### src/hw/rtl/atfb_pkg.sv
// Shared constants for the transmit-request frame builder.
package atfb_pkg;

  // Frame constants.
  localparam logic [7:0] SOF_BYTE    = 8'h7E;
  localparam logic [7:0] LEN_HI_BYTE = 8'h00;
  localparam logic [7:0] API_ID_BYTE = 8'h10;
  localparam logic [7:0] LEN_OFFSET  = 8'd14;
  localparam logic [7:0] MAX_PAYLOAD = 8'd241;

  // Register indexes on the configuration port.
  localparam logic [2:0] REG_DEST_ADDRESS = 3'd0;
  localparam logic [2:0] REG_DEST_NETWORK = 3'd1;
  localparam logic [2:0] REG_FRAME_IDENT  = 3'd2;
  localparam logic [2:0] REG_HOP_RADIUS   = 3'd3;
  localparam logic [2:0] REG_SEND_OPTIONS = 3'd4;

  // Byte positions of the sequencer.
  localparam logic [4:0] ST_SOF      = 5'd0;
  localparam logic [4:0] ST_LEN_HI   = 5'd1;
  localparam logic [4:0] ST_LEN_LO   = 5'd2;
  localparam logic [4:0] ST_API_ID   = 5'd3;
  localparam logic [4:0] ST_FRAME_ID = 5'd4;
  localparam logic [4:0] ST_ADDR7    = 5'd5;
  localparam logic [4:0] ST_ADDR6    = 5'd6;
  localparam logic [4:0] ST_ADDR5    = 5'd7;
  localparam logic [4:0] ST_ADDR4    = 5'd8;
  localparam logic [4:0] ST_ADDR3    = 5'd9;
  localparam logic [4:0] ST_ADDR2    = 5'd10;
  localparam logic [4:0] ST_ADDR1    = 5'd11;
  localparam logic [4:0] ST_ADDR0    = 5'd12;
  localparam logic [4:0] ST_NET_HI   = 5'd13;
  localparam logic [4:0] ST_NET_LO   = 5'd14;
  localparam logic [4:0] ST_RADIUS   = 5'd15;
  localparam logic [4:0] ST_OPTIONS  = 5'd16;
  localparam logic [4:0] ST_DATA     = 5'd17;
  localparam logic [4:0] ST_CHECK    = 5'd18;

endpackage

### src/hw/rtl/api_transmit_frame_builder_unit.sv
// Top level of the transmit-request frame builder: item register, byte sequencer, output register.
// The first byte of a request is taken into the item register and leaves through the output register.
// A payload byte request yields one byte, a frame-opening request 18 or 19 bytes and a closing
// request two; the output register sends one byte per cycle while the receiver does not stall.
// Requests with no frame open are dropped without any result.
// Reset (synchronous, rst high) closes any frame, empties both registers and loads the
// configuration reset values (network address 0xFFFE, all others zero).
module api_transmit_frame_builder_unit
  import atfb_pkg::*;
(
  input  logic        clk,
  input  logic        rst,
  // Input channel.
  input  logic        in_valid,
  output logic        in_stall,
  input  logic [7:0]  data_byte,
  input  logic        frame_start,
  input  logic [7:0]  payload_length,
  // Output channel.
  output logic        out_valid,
  input  logic        out_stall,
  output logic [7:0]  out_byte,
  output logic        run_last,
  output logic        frame_end,
  // Configuration port.
  input  logic        psel,
  input  logic        penable,
  input  logic        pwrite,
  input  logic [5:0]  paddr,
  input  logic [63:0] pwdata,
  output logic [63:0] prdata,
  output logic        pready
);

  // Configuration registers.
  logic [63:0] dest_address;
  logic [15:0] dest_network;
  logic [7:0]  frame_ident;
  logic [7:0]  hop_radius;
  logic [7:0]  send_options;

  // Item register.
  logic        item_valid;
  logic [7:0]  item_data;
  logic [7:0]  item_len;
  logic [4:0]  step;

  // Frame state.
  logic [7:0]  sum_acc;
  logic [7:0]  bytes_left;
  logic        frame_open;

  // Sequencer outputs.
  logic [7:0]  gen_byte;
  logic        gen_last;
  logic        gen_check;
  logic        gen_drop;
  logic [4:0]  step_next;
  logic [7:0]  sum_next;
  logic [7:0]  bytes_left_next;
  logic        frame_open_next;
  logic        out_free;
  logic        emit;
  logic        done;
  logic        in_accept;
  logic [7:0]  len_clamped;
  logic [2:0]  reg_index;

  assign reg_index = paddr[5:3];
  assign pready    = 1'b1;

  // Configuration writes.
  always_ff @(posedge clk) begin
    if (rst) begin
      dest_address <= '0;
      dest_network <= 16'hFFFE;
      frame_ident  <= '0;
      hop_radius   <= '0;
      send_options <= '0;
    end else if (psel && penable && pwrite && pready) begin
      unique case (reg_index)
        REG_DEST_ADDRESS: dest_address <= pwdata;
        REG_DEST_NETWORK: dest_network <= pwdata[15:0];
        REG_FRAME_IDENT:  frame_ident  <= pwdata[7:0];
        REG_HOP_RADIUS:   hop_radius   <= pwdata[7:0];
        REG_SEND_OPTIONS: send_options <= pwdata[7:0];
        default: ;
      endcase
    end
  end

  // Register read-back.
  always_comb begin
    unique case (reg_index)
      REG_DEST_ADDRESS: prdata = dest_address;
      REG_DEST_NETWORK: prdata = {48'd0, dest_network};
      REG_FRAME_IDENT:  prdata = {56'd0, frame_ident};
      REG_HOP_RADIUS:   prdata = {56'd0, hop_radius};
      REG_SEND_OPTIONS: prdata = {56'd0, send_options};
      default:          prdata = '0;
    endcase
  end

  // One byte of the current request per cycle unless the output stalls, with its effect on the frame state.
  always_comb begin
    gen_byte        = '0;
    gen_last        = 1'b0;
    gen_check       = 1'b0;
    gen_drop        = 1'b0;
    step_next       = step + 5'd1;
    sum_next        = sum_acc + gen_byte;
    bytes_left_next = bytes_left;
    frame_open_next = frame_open;
    unique case (step)
      ST_SOF:      gen_byte = SOF_BYTE;
      ST_LEN_HI:   gen_byte = LEN_HI_BYTE;
      ST_LEN_LO:   gen_byte = item_len + LEN_OFFSET;
      ST_API_ID:   gen_byte = API_ID_BYTE;
      ST_FRAME_ID: gen_byte = frame_ident;
      ST_ADDR7:    gen_byte = dest_address[63:56];
      ST_ADDR6:    gen_byte = dest_address[55:48];
      ST_ADDR5:    gen_byte = dest_address[47:40];
      ST_ADDR4:    gen_byte = dest_address[39:32];
      ST_ADDR3:    gen_byte = dest_address[31:24];
      ST_ADDR2:    gen_byte = dest_address[23:16];
      ST_ADDR1:    gen_byte = dest_address[15:8];
      ST_ADDR0:    gen_byte = dest_address[7:0];
      ST_NET_HI:   gen_byte = dest_network[15:8];
      ST_NET_LO:   gen_byte = dest_network[7:0];
      ST_RADIUS:   gen_byte = hop_radius;
      ST_OPTIONS: begin
        gen_byte = send_options;
        // The header is complete: open the frame or go straight to the checksum.
        if (item_len == 8'd0) begin
          step_next = ST_CHECK;
        end else begin
          frame_open_next = 1'b1;
          bytes_left_next = item_len;
        end
      end
      ST_DATA: begin
        gen_byte = item_data;
        if (!frame_open || bytes_left == 8'd0) begin
          gen_drop = 1'b1;
        end else begin
          bytes_left_next = bytes_left - 8'd1;
          if (bytes_left == 8'd1) begin
            step_next = ST_CHECK;
          end else begin
            gen_last = 1'b1;
          end
        end
      end
      ST_CHECK: begin
        gen_byte        = ~sum_acc;
        gen_check       = 1'b1;
        gen_last        = 1'b1;
        frame_open_next = 1'b0;
        bytes_left_next = '0;
      end
      default: gen_drop = 1'b1;
    endcase
    // The running sum restarts at the API identifier and skips the checksum itself.
    if (step == ST_API_ID) begin
      sum_next = API_ID_BYTE;
    end else if (step > ST_API_ID && step < ST_CHECK) begin
      sum_next = sum_acc + gen_byte;
    end else begin
      sum_next = sum_acc;
    end
  end

  // Handshake between the item register and the output register.
  assign out_free    = !out_valid || !out_stall;
  assign emit        = item_valid && !gen_drop && out_free;
  assign done        = item_valid && (gen_drop || (out_free && gen_last));
  assign in_stall    = item_valid && !done;
  assign in_accept   = in_valid && !in_stall;
  assign len_clamped = (payload_length > MAX_PAYLOAD) ? MAX_PAYLOAD : payload_length;

  // Item register and frame state.
  always_ff @(posedge clk) begin
    if (rst) begin
      item_valid <= 1'b0;
      step       <= ST_SOF;
      sum_acc    <= '0;
      bytes_left <= '0;
      frame_open <= 1'b0;
    end else begin
      if (emit) begin
        sum_acc    <= sum_next;
        bytes_left <= bytes_left_next;
        frame_open <= frame_open_next;
      end
      if (in_accept) begin
        item_valid <= 1'b1;
        step       <= frame_start ? ST_SOF : ST_DATA;
      end else if (done) begin
        item_valid <= 1'b0;
      end else if (emit) begin
        step <= step_next;
      end
    end
  end

  always_ff @(posedge clk) begin
    if (in_accept) begin
      item_data <= data_byte;
      item_len  <= len_clamped;
    end
  end

  // Output register.
  always_ff @(posedge clk) begin
    if (rst) begin
      out_valid <= 1'b0;
    end else if (emit) begin
      out_valid <= 1'b1;
    end else if (!out_stall) begin
      out_valid <= 1'b0;
    end
  end

  always_ff @(posedge clk) begin
    if (emit) begin
      out_byte  <= gen_byte;
      run_last  <= gen_last;
      frame_end <= gen_check;
    end
  end

  // The input side only waits on a request that is still being worked on.
  a_stall_needs_item: assert property (@(posedge clk) disable iff (rst)
    in_stall |-> item_valid)
    else $error("input stalled with an empty item register");

  // The checksum always closes the request that caused it.
  a_check_is_last: assert property (@(posedge clk) disable iff (rst)
    (out_valid && frame_end) |-> run_last)
    else $error("checksum byte not marked as last result");

  // A closed frame never expects payload bytes.
  a_closed_frame_empty: assert property (@(posedge clk) disable iff (rst)
    !frame_open |-> (bytes_left == 8'd0))
    else $error("payload count left over with no frame open");

  // The sequencer never runs past the checksum position.
  a_step_range: assert property (@(posedge clk) disable iff (rst)
    item_valid |-> (step <= ST_CHECK))
    else $error("sequencer step out of range");

  // A request that opens a frame keeps the input side waiting while the header goes out.
  a_header_holds_input: assert property (@(posedge clk) disable iff (rst)
    (item_valid && step < ST_OPTIONS) |-> in_stall)
    else $error("input taken in the middle of a header");

endmodule

### config.mk
export PLATFORM = sky130hd
export DESIGN_NAME = api_transmit_frame_builder_unit
export DESIGN_NICKNAME = d
export VERILOG_FILES = /design/src/hw/rtl/atfb_pkg.sv /design/src/hw/rtl/api_transmit_frame_builder_unit.sv
export SDC_FILE = /design/constraint.sdc
export NUM_CORES = 1
export LEC_CHECK = 0
export BUFFER_PORTS_ARGS = -buffer_cell sky130_fd_sc_hd__clkbuf_2
export CAP_MARGIN = 15
export CORE_MARGIN = 3
export CORE_UTILIZATION = 60
export DETAILED_ROUTE_END_ITERATION = 8
export PLACE_DENSITY = 0.87
export REMOVE_ABC_BUFFERS = 1
export SETUP_SLACK_MARGIN = 0.3
export SYNTH_ARGS = -nofsm -noshare
export SYNTH_HDL_FRONTEND = slang
export SYNTH_SLANG_ARGS = --single-unit
### constraint.sdc
create_clock -name clk -period 11.63 [get_ports clk]
set_input_delay 0.5815 -clock clk [delete_from_list [all_inputs] [get_ports clk]]
set_output_delay 0.5815 -clock clk [all_outputs]
set_load 0.01 [all_outputs]
* Word level (Yosys, flattened, before mapping) *
Cells that the tools add are included.

cells by class
  shift-type cells = 0
  eq/ne operators = 27
  bitwise operators = 1
  div/mod/pow operators = 0
  $add $sub $neg = 4
  $lt $le $gt $ge = 3
  multiplexer cells = 27
  reduce and logical (&&, ||, !) cells = 37
  $mul = 0

operators with widths
  cell                   count
  $pmux W64 S5           1
  $pmux W8 S18           1
  $eq A5 B4 Y1 const B   8
  $mux W5                7
  $mux W8                4
  $pmux W8 S3            1
  $eq A5 B3 Y1 const B   4
  $reduce_or A18 Y1      1
  $logic_not A8 Y1       2
  $eq A5 B5 Y1 const B   3
  $reduce_and A2 Y1      7
  $eq A5 B2 Y1 const B   2
  $pmux W5 S2            1
  $logic_and A1 B1 Y1    9
  $mux W1                9
  $add A8 B4 Y8 const B  1
  $add A8 B8 Y8          1
  $eq A8 B1 Y1 const B   1
  $gt A8 B8 Y1 const B   1
  $not A8 Y8             1
  $reduce_bool A2 Y1     4
  $sub A8 B1 Y8 const B  1
  $eq A3 B2 Y1 const B   2
  $logic_not A1 Y1       6
  other kinds (15)       21

word-level totals
  latch bits = 0
  bits of input ports = 94
  memory bits (read-only) = 0
  bits in writable memories = 0
  output and inout bits = 77
  flip-flop bits (word level) = 154
  memories kept = 0
  logic and storage cells = 115

* Longest topological paths before layout *
Gate-level depths: netlist of the first run.

  depth after elaboration = 13
  mapped depth = 19
  depth with buffers taken out = 17

* Least setup slack after synthesis of the first run *
No wires, ideal clock.

  path type = reg-to-reg
  from = reg step[0]
  to = reg sum_acc[6]
  arrival = 3.695 ns
  setup slack = 7.865 ns
  period minus slack after synthesis = 3.765 ns
  cell stages (with the launch flop) = 19
  required time = 11.560 ns
  cells stage by stage = dfxtp_1 -> ha_1 -> clkbuf_1 -> and3_1 -> ha_1 -> clkbuf_1 -> a22oi_1 -> nand2_1 -> a2111oi_0 -> nand3_1 -> ha_1 -> fa_1 -> a21o_1 -> a21oi_1 -> o21bai_1 -> a21oi_1 -> xor2_1 -> or3_1 -> a21oi_1

RTL lines
  what                                  line                                    RTL
  from (decl)                           api_transmit_frame_builder_unit.sv:46   logic [4:0] step;
  from (signal assigned)                api_transmit_frame_builder_unit.sv:197  step <= frame_start ? ST_SOF : ST_DATA;
  from (signal assigned)                api_transmit_frame_builder_unit.sv:201  step <= step_next;
  $eq A5 B5 Y1 (tied with other cells)  api_transmit_frame_builder_unit.sv:114  unique case (step)
  $pmux W8 S18 (*)                      api_transmit_frame_builder_unit.sv:114
  net gen_byte[0]                       api_transmit_frame_builder_unit.sv:54   logic [7:0] gen_byte;
  $add A8 B8 Y8 (*)                     api_transmit_frame_builder_unit.sv:167  sum_next = sum_acc + gen_byte;
  $mux W8 (*)                           api_transmit_frame_builder_unit.sv:166  end else if (step > ST_API_ID && step < ST_CHECK) begin
  $mux W8 (*)                           api_transmit_frame_builder_unit.sv:164  if (step == ST_API_ID) begin
  to (signal assigned)                  api_transmit_frame_builder_unit.sv:191  sum_acc <= sum_next;
  to (decl)                             api_transmit_frame_builder_unit.sv:49   logic [7:0] sum_acc;

The timed path passes the listed nets; every way through them passes the cells marked *. The select of a mux whose other input is x is not followed.
A chain may end at the register's enable or synchronous reset.

* Worst setup path in the final report of the first run *
  from = reg step[2]
  to = reg sum_acc[7]

The elaborated chain is that of the path after synthesis.

==> results of run 1 <==
-- worst max-delay path, cell delays in order, from the launching register on --
cell and delay (ns):
dfxtp_1 0.30, buf_4 0.27, nor2b_1 0.74, nor2b_1 0.75, nand3_1 0.14, o21ai_0 0.15, a221oi_1 0.14, and4_1 0.27
nand3_1 0.17, ha_1 0.27, a21o_1 0.18, a211oi_1 0.23, nor2_1 0.10, o41ai_1 0.44, xor2_1 0.23, mux2i_1 0.23
a21oi_1 0.09
-- through the flow --
step / std cells / instance area, um2
final: 1260 / 9480
after global routing: 1260 / 9480
after CTS: 1260 / 9480
after detailed placement: 1230 / 8940
after global placement: 1230 / 8940
after floorplan: 882 / 7810
-- state kept, by name, summed over array words and instances (netlist names) --
| signal | flops |
|---|---|
| bytes_left | 8 |
| dest_address | 64 |
| dest_network | 16 |
| frame_end | 1 |
| frame_ident | 8 |
| frame_open | 1 |
| hop_radius | 8 |
| item_data | 8 |
| item_len | 8 |
| item_valid | 1 |
| out_byte | 8 |
| out_valid | 1 |
| run_last | 1 |
| send_options | 8 |
| step | 5 |
| sum_acc | 8 |
-- power groups by stage --
stage	combinational [mW]	sequential, mW	clock, mW
3_5_place_dp	0.159	0.587	0
3_3_place_gp	0.156	0.586	0
6_report	0.165	0.576	0.516
5_1_grt	0.178	0.577	0.535
4_1_cts	0.161	0.575	0.516
2_1_floorplan	0.0928	0.584	0
-- per-layer routing --
layer,vias up,track usage [%],routed length [um]
met2,549,50.9,11300
li1,3618,-,-
met5,-,0,0
met4,0,15.8,975
met3,91,8.89,2790
met1,3657,42.9,9680
-- synthesized netlist by cell type, drive strengths merged (10+ instances only) --
library cell,instances
nand2,152
dfxtp,128
a21oi,106
nor2,88
and2,57
mux2i,55
clkbuf,49
edfxtp,26
nor2b,26
buf,24
a22oi,21
inv,16
a211o,15
ha,15
o21ai,15
a22o,13
nand3,12
nor3,12
nand4,11
o22ai,10
-- cell families after synthesis --
family | share of synthesized area [%]
and+or+nand+nor | 23.6
muxes | 7.33
AOI/OAI and AO/OA | 19.3
DFF | 41.1
adders and majority gates | 2.56
buffers and inverters | 4.63
xor gates and xnor gates | 1.40
other | 0.0462
-- placed cells by master (no fill, tap or decap), drive strengths merged, types with 5 or more instances in the layout --
master,instances
nand4,11
clkbuf,190
nor2b,26
a22oi,21
xnor2,5
a211o,15
o21ai,15
o22ai,10
nor2,88
nand2b,5
nand3,12
and3,8
buf,11
a22o,13
inv,19
ha,15
and2,57
xor2,8
a32oi,5
nand2,152
a221oi,9
nor3,12
a211oi,8
edfxtp,26
dfxtp,128
mux2i,55
a21oi,106
-- final cells by class --
cell class | instances | area, um2 | area share, %
clock buffer | 25 | 507 | 5.35
clock inverter | 5 | 33.8 | 0.356
inverter | 16 | 60.1 | 0.634
multi-input combinational | 712 | 4410 | 46.5
sequential | 154 | 3340 | 35.3
tap | 172 | 215 | 2.27
timing repair buffer | 176 | 908 | 9.58
-- path summary, 6_finish.rpt --
check,to,slack [ns],depth (start not counted)
hold / removal,item_data[5],0.32,1
hold reg to reg,dest_address[11],0.47,2
setup reg to reg,sum_acc[7],6.77,16
setup / recovery,sum_acc[7],6.77,16
==> impl_metrics.yaml, run 1 <==
power_and_ir_drop:
  switchingPower_mw: 0.332
  p_leak_nw: 3.74
  p_total_mw: 1.26
  p_sw_share_pct: 26.4
  powerDensity_nw_per_um2: 133
  p_seq_share_pct: 45.8
  ir_drop_mv: 0.100
  combPwrFrac_pct: 13.1
  p_int_mw: 0.924
  p_clk_share_pct: 41.1
sta:
  hold_viol: 0
  holdWs_ns: 0.323
  finalCritPeriodShare_pct: 41.8
  min_period_ns: 4.86
  clock.fmax_mhz: 206
  relSlewSlack_pct: 23.7
  setup_slack_ns: 6.77
  setup_viol: 0
  tns_ns: 0
  slew_violations: 0
  final.setup_skew_ns: 0.00897
  worst_slew_pin_slew_ns: 1.14
  rsz0062_at_grt: "no"
clock_network:
  cts-buffers-inserted: 17
  clk_pin_slew_worst_paths_ns: 0.06
  cts_buffer_depth: 2
  worstSkewPairLatency_ns: 0.43
  postCtsHoldBufs: 0
  postCtsSetupBuffers: 0
  root_buffer: "clkbuf_16"
  cts_resized: 0
  cts_tree: "built"
  cts_sinks: 154
  htreeDepth: 4
logic_synthesis:
  synth_warnings: 0
  async_flop_share_pct: 0
  ys_ff_latch: 154
  postSynthAreaPerCell_um2: 8.51
  synthCells: 955
  yosysTopAreaCellShare_pct: 31.5
  synth-main-ff-cell: "dfxtp_1"
  seq_area_frac_synth_pct: 41.1
  yosysUniqueCellTypes: 74
  synth_edf_count: 26
  synth.area.top_cells: "dfxtp_1 (32%), edfxtp_1 (9.6%), nand2_1 (6.9%), mux2i_1 (6.8%), a21oi_1 (6.5%)"
  synthesis.area_um2: 8130
  synth.largest_area_cell: "dfxtp_1"
die:
  fp.coreArea_um2: 12900
  dieWidth_um: 122
  dieHeight_um: 122
  ios: 171
  initial_core_util_pct: 62.9
  std_cell_rows: 41
  die_area_um2: 15000
routing:
  drtIter0Drc: 935
  drc: 0
  via_per_inst: 6.28
  dr.pass1.iters: 6
  ant_nets: 0
  wire_per_inst_um: 19.6
  wl_um: 24700
  vias: 7915
worst_hold_path:
  min_from: "data_byte[5]"
  min_path_type: "primary input to flip-flop"
finish:
  drive_gt1_share_pct: 21.2
  areaGrowthSynthToFinish_pct: 16.7
  final_nets: 1187
  fin_util_pct: 73.3
  diodes: 0
  n_fill_cell: 1003
worst_setup_path:
  critPathLaunchType: "flip-flop"
  critPathKind: "flip-flop to flip-flop"
  cp_data_arrival_time_ns: 5.13
  cp_data_required_time_ns: 11.90
  critPathCaptureType: "flip-flop"
  cp-startpoint: "step[2]"
  critPathMaxFanout: 21
  regToRegStartpoint: "step[2]"
global_route:
  grt_max_degree: 83
  grt_pass1_wl_um: 38300
  grt_usage_pct: 32.9
  grt_pass1_vias: 7258
  antenna_found_initial: 0
  overflow: 0
placed_design:
  dpl.hpwl_um: 16700
  gp_congestion: 0.938
  io_buffers: 166
  dp_slack_ns: 7.02
flow_run:
  max-cap-violations: 0
outcome:
  status: "finished, final reports clean"
Power figures use the tool's default switching activity.
==> run 2: changes to the inputs <==
--- a/config.mk
+++ b/config.mk
@@ -8,9 +8,9 @@
 export BUFFER_PORTS_ARGS = -buffer_cell sky130_fd_sc_hd__clkbuf_2
 export CAP_MARGIN = 15
 export CORE_MARGIN = 3
-export CORE_UTILIZATION = 60
+export CORE_UTILIZATION = 50
 export DETAILED_ROUTE_END_ITERATION = 8
-export PLACE_DENSITY = 0.87
+export PLACE_DENSITY = 0.77
 export REMOVE_ABC_BUFFERS = 1
 export SETUP_SLACK_MARGIN = 0.3
 export SYNTH_ARGS = -nofsm -noshare
==> constraint.sdc (replaced) <==
create_clock -name clk -period 4.2 [get_ports clk]
set_input_delay 0.21 -clock clk [delete_from_list [all_inputs] [get_ports clk]]
set_output_delay 0.21 -clock clk [all_outputs]
set_load 0.01 [all_outputs]
==> impl_metrics.yaml, run 2 (synthesis results as in run 1) <==
worst_setup_path:
  critPathMaxFanout: 8
  critPathLaunchType: "flip-flop"
  critPathCaptureType: "flip-flop"
  rr_worst_depth: 16
  critPathKind: "flip-flop to flip-flop"
  cp_data_arrival_time_ns: 3.97
  cp-startpoint: "step[0]"
  cp_data_required_time_ns: 4.47
  regToRegStartpoint: "step[0]"
  r2r-end: "sum_acc[7]"
  reg2reg_slack_ns: 0.50
finish:
  largest_register_ffs: 64
  top_register: "dest_address"
  final_nets: 1255
  final_cells: 1368
  reg_top3: "dest_address: 64 flops, dest_network: 16 flops"
  layout_common_cells: "clkbuf_2 (165), nand2_1 (150), dfxtp_1 (124), a21oi_1 (104), nor2_1 (82)"
  multi_input_area_um2: 4440
  diodes: 0
  n_fill_cell: 1331
  regArea_um2: 3350
  layout_commonest_cell: "clkbuf_2"
  areaGrowthSynthToFinish_pct: 25.7
  drive_gt1_share_pct: 22.1
outcome:
  status: "finished, final reports clean"
power_and_ir_drop:
  powerDensity_nw_per_um2: 345
  ir_drop_mv: 0.294
  p_leak_nw: 4.05
sta:
  clock.fmax_mhz: 270
  hold_viol: 0
  rsz0062_at_grt: "no"
  final.setup_skew_ns: 0.0115
  tns_ns: 0
  relSlewSlack_pct: 27.8
  setup_viol: 0
  min_period_ns: 3.70
  slew_violations: 0
  worst_slew_pin_slew_ns: 1.08
  holdWs_ns: 0.00884
  finalCritPeriodShare_pct: 88.2
flow_run:
  max-cap-violations: 0
placed_design:
  io_buffers: 166
  gp_congestion: 0.965
  dp_cells: 1282
  dpl.hpwl_um: 18000
die:
  dieHeight_um: 133
  dieWidth_um: 133
  fp.coreArea_um2: 15500
  std_cell_rows: 45
  die_area_um2: 17800
  initial_core_util_pct: 52.3
  ios: 171
global_route:
  grt_usage_pct: 28.8
  grt_pass1_vias: 7409
  grt_pass1_wl_um: 40400
  antenna_found_initial: 0
  grt_max_degree: 101
  overflow: 0
routing:
  dr.pass1.iters: 5
  vias: 7917
  drc: 0
  via_per_inst: 5.79
  wl_um: 26000
  ant_nets: 0
  drtIter0Drc: 791
  wire_per_inst_um: 19.0
clock_network:
  htreeDepth: 4
  cts-buffers-inserted: 17
  cts_tree: "built"
  root_buffer: "clkbuf_16"
  clk_pin_slew_worst_paths_ns: 0.06
  cts_buffer_depth: 2
  cts_sinks: 154
  worstSkewPairLatency_ns: 0.44
worst_hold_path:
  min_from: "pwdata[41]"
  hold_end: "dest_address[41]"
  min_path_type: "primary input to flip-flop"
  hold_depth: 3
## run 2: through the flow
step           setup slack, ns  area (um2)  total power, mW  util, %
2_1_floorplan            0.593        7810             1.87        -
3_3_place_gp             0.377        9080             2.07     58.5
3_5_place_dp             0.286        9080             2.07     58.5
4_1_cts                  0.315       10200             3.52     65.5
5_1_grt                  0.297       10200             3.65     65.7
6_report                 0.495       10200             3.52     65.7
## run 2: critical path: stages, from the launching register on
cell,delay [ns]
dfxtp_4,0.37
ha_1,0.21
and3_1,0.18
ha_1,0.20
buf_4,0.17
a221o_1,0.36
a21oi_1,0.11
and4_1,0.23
nand3_2,0.14
ha_1,0.31
a21o_1,0.17
a211oi_1,0.23
nor2_1,0.10
o41ai_2,0.24
xor2_1,0.22
mux2i_1,0.21
a21oi_1,0.08
## run 2: worst max path at each step
stage | cells past startpoint | endpoint
5_1_grt | 17 | sum_acc[7]
6_report | 16 | sum_acc[7]
3_5_place_dp | 17 | sum_acc[7]
2_1_floorplan | 17 | sum_acc[6]
4_1_cts | 15 | sum_acc[6]
3_3_place_gp | 17 | sum_acc[7]
## run 2: power breakdown
part           leakage, nW  switching (mW)  internal (mW)
sequential            1.28          0.0432           1.55
combinational         2.51           0.290          0.214
clock                0.258           0.614          0.804
## run 2: layer usage
| metal | GRT usage [%] | part of all wire (%) | up-vias |
|---|---|---|---|
| met4 | 10.6 | 2.7 | 0 |
| met2 | 46.0 | 47 | 420 |
| li1 | - | - | 3756 |
| met1 | 39.2 | 42 | 3687 |
| met3 | 5.10 | 8.8 | 54 |
| met5 | 0 | 0 | - |
## run 2: what timing repair did
| item | in CTS | in global routing |
|---|---|---|
| setup buffers | 0 | 0 |
| endpoints found under the setup margin | 2 | 3 |
| gates resized for setup | 3 | 9 |
| pin swaps | 0 | 1 |
| gates cloned | 0 | 0 |
| hold buffers | 54 | 1 |
| hold endpoints to repair | 54 | 1 |
## run 2: layout make-up
type                    instances  area share [%]
clock buffers                  22            4.66
clock inverters                 9           0.637
inverters                      16           0.588
multi-input cells             712            43.5
flip-flops and latches        154            32.8
well taps                     211            2.58
repair buffers                244            15.2
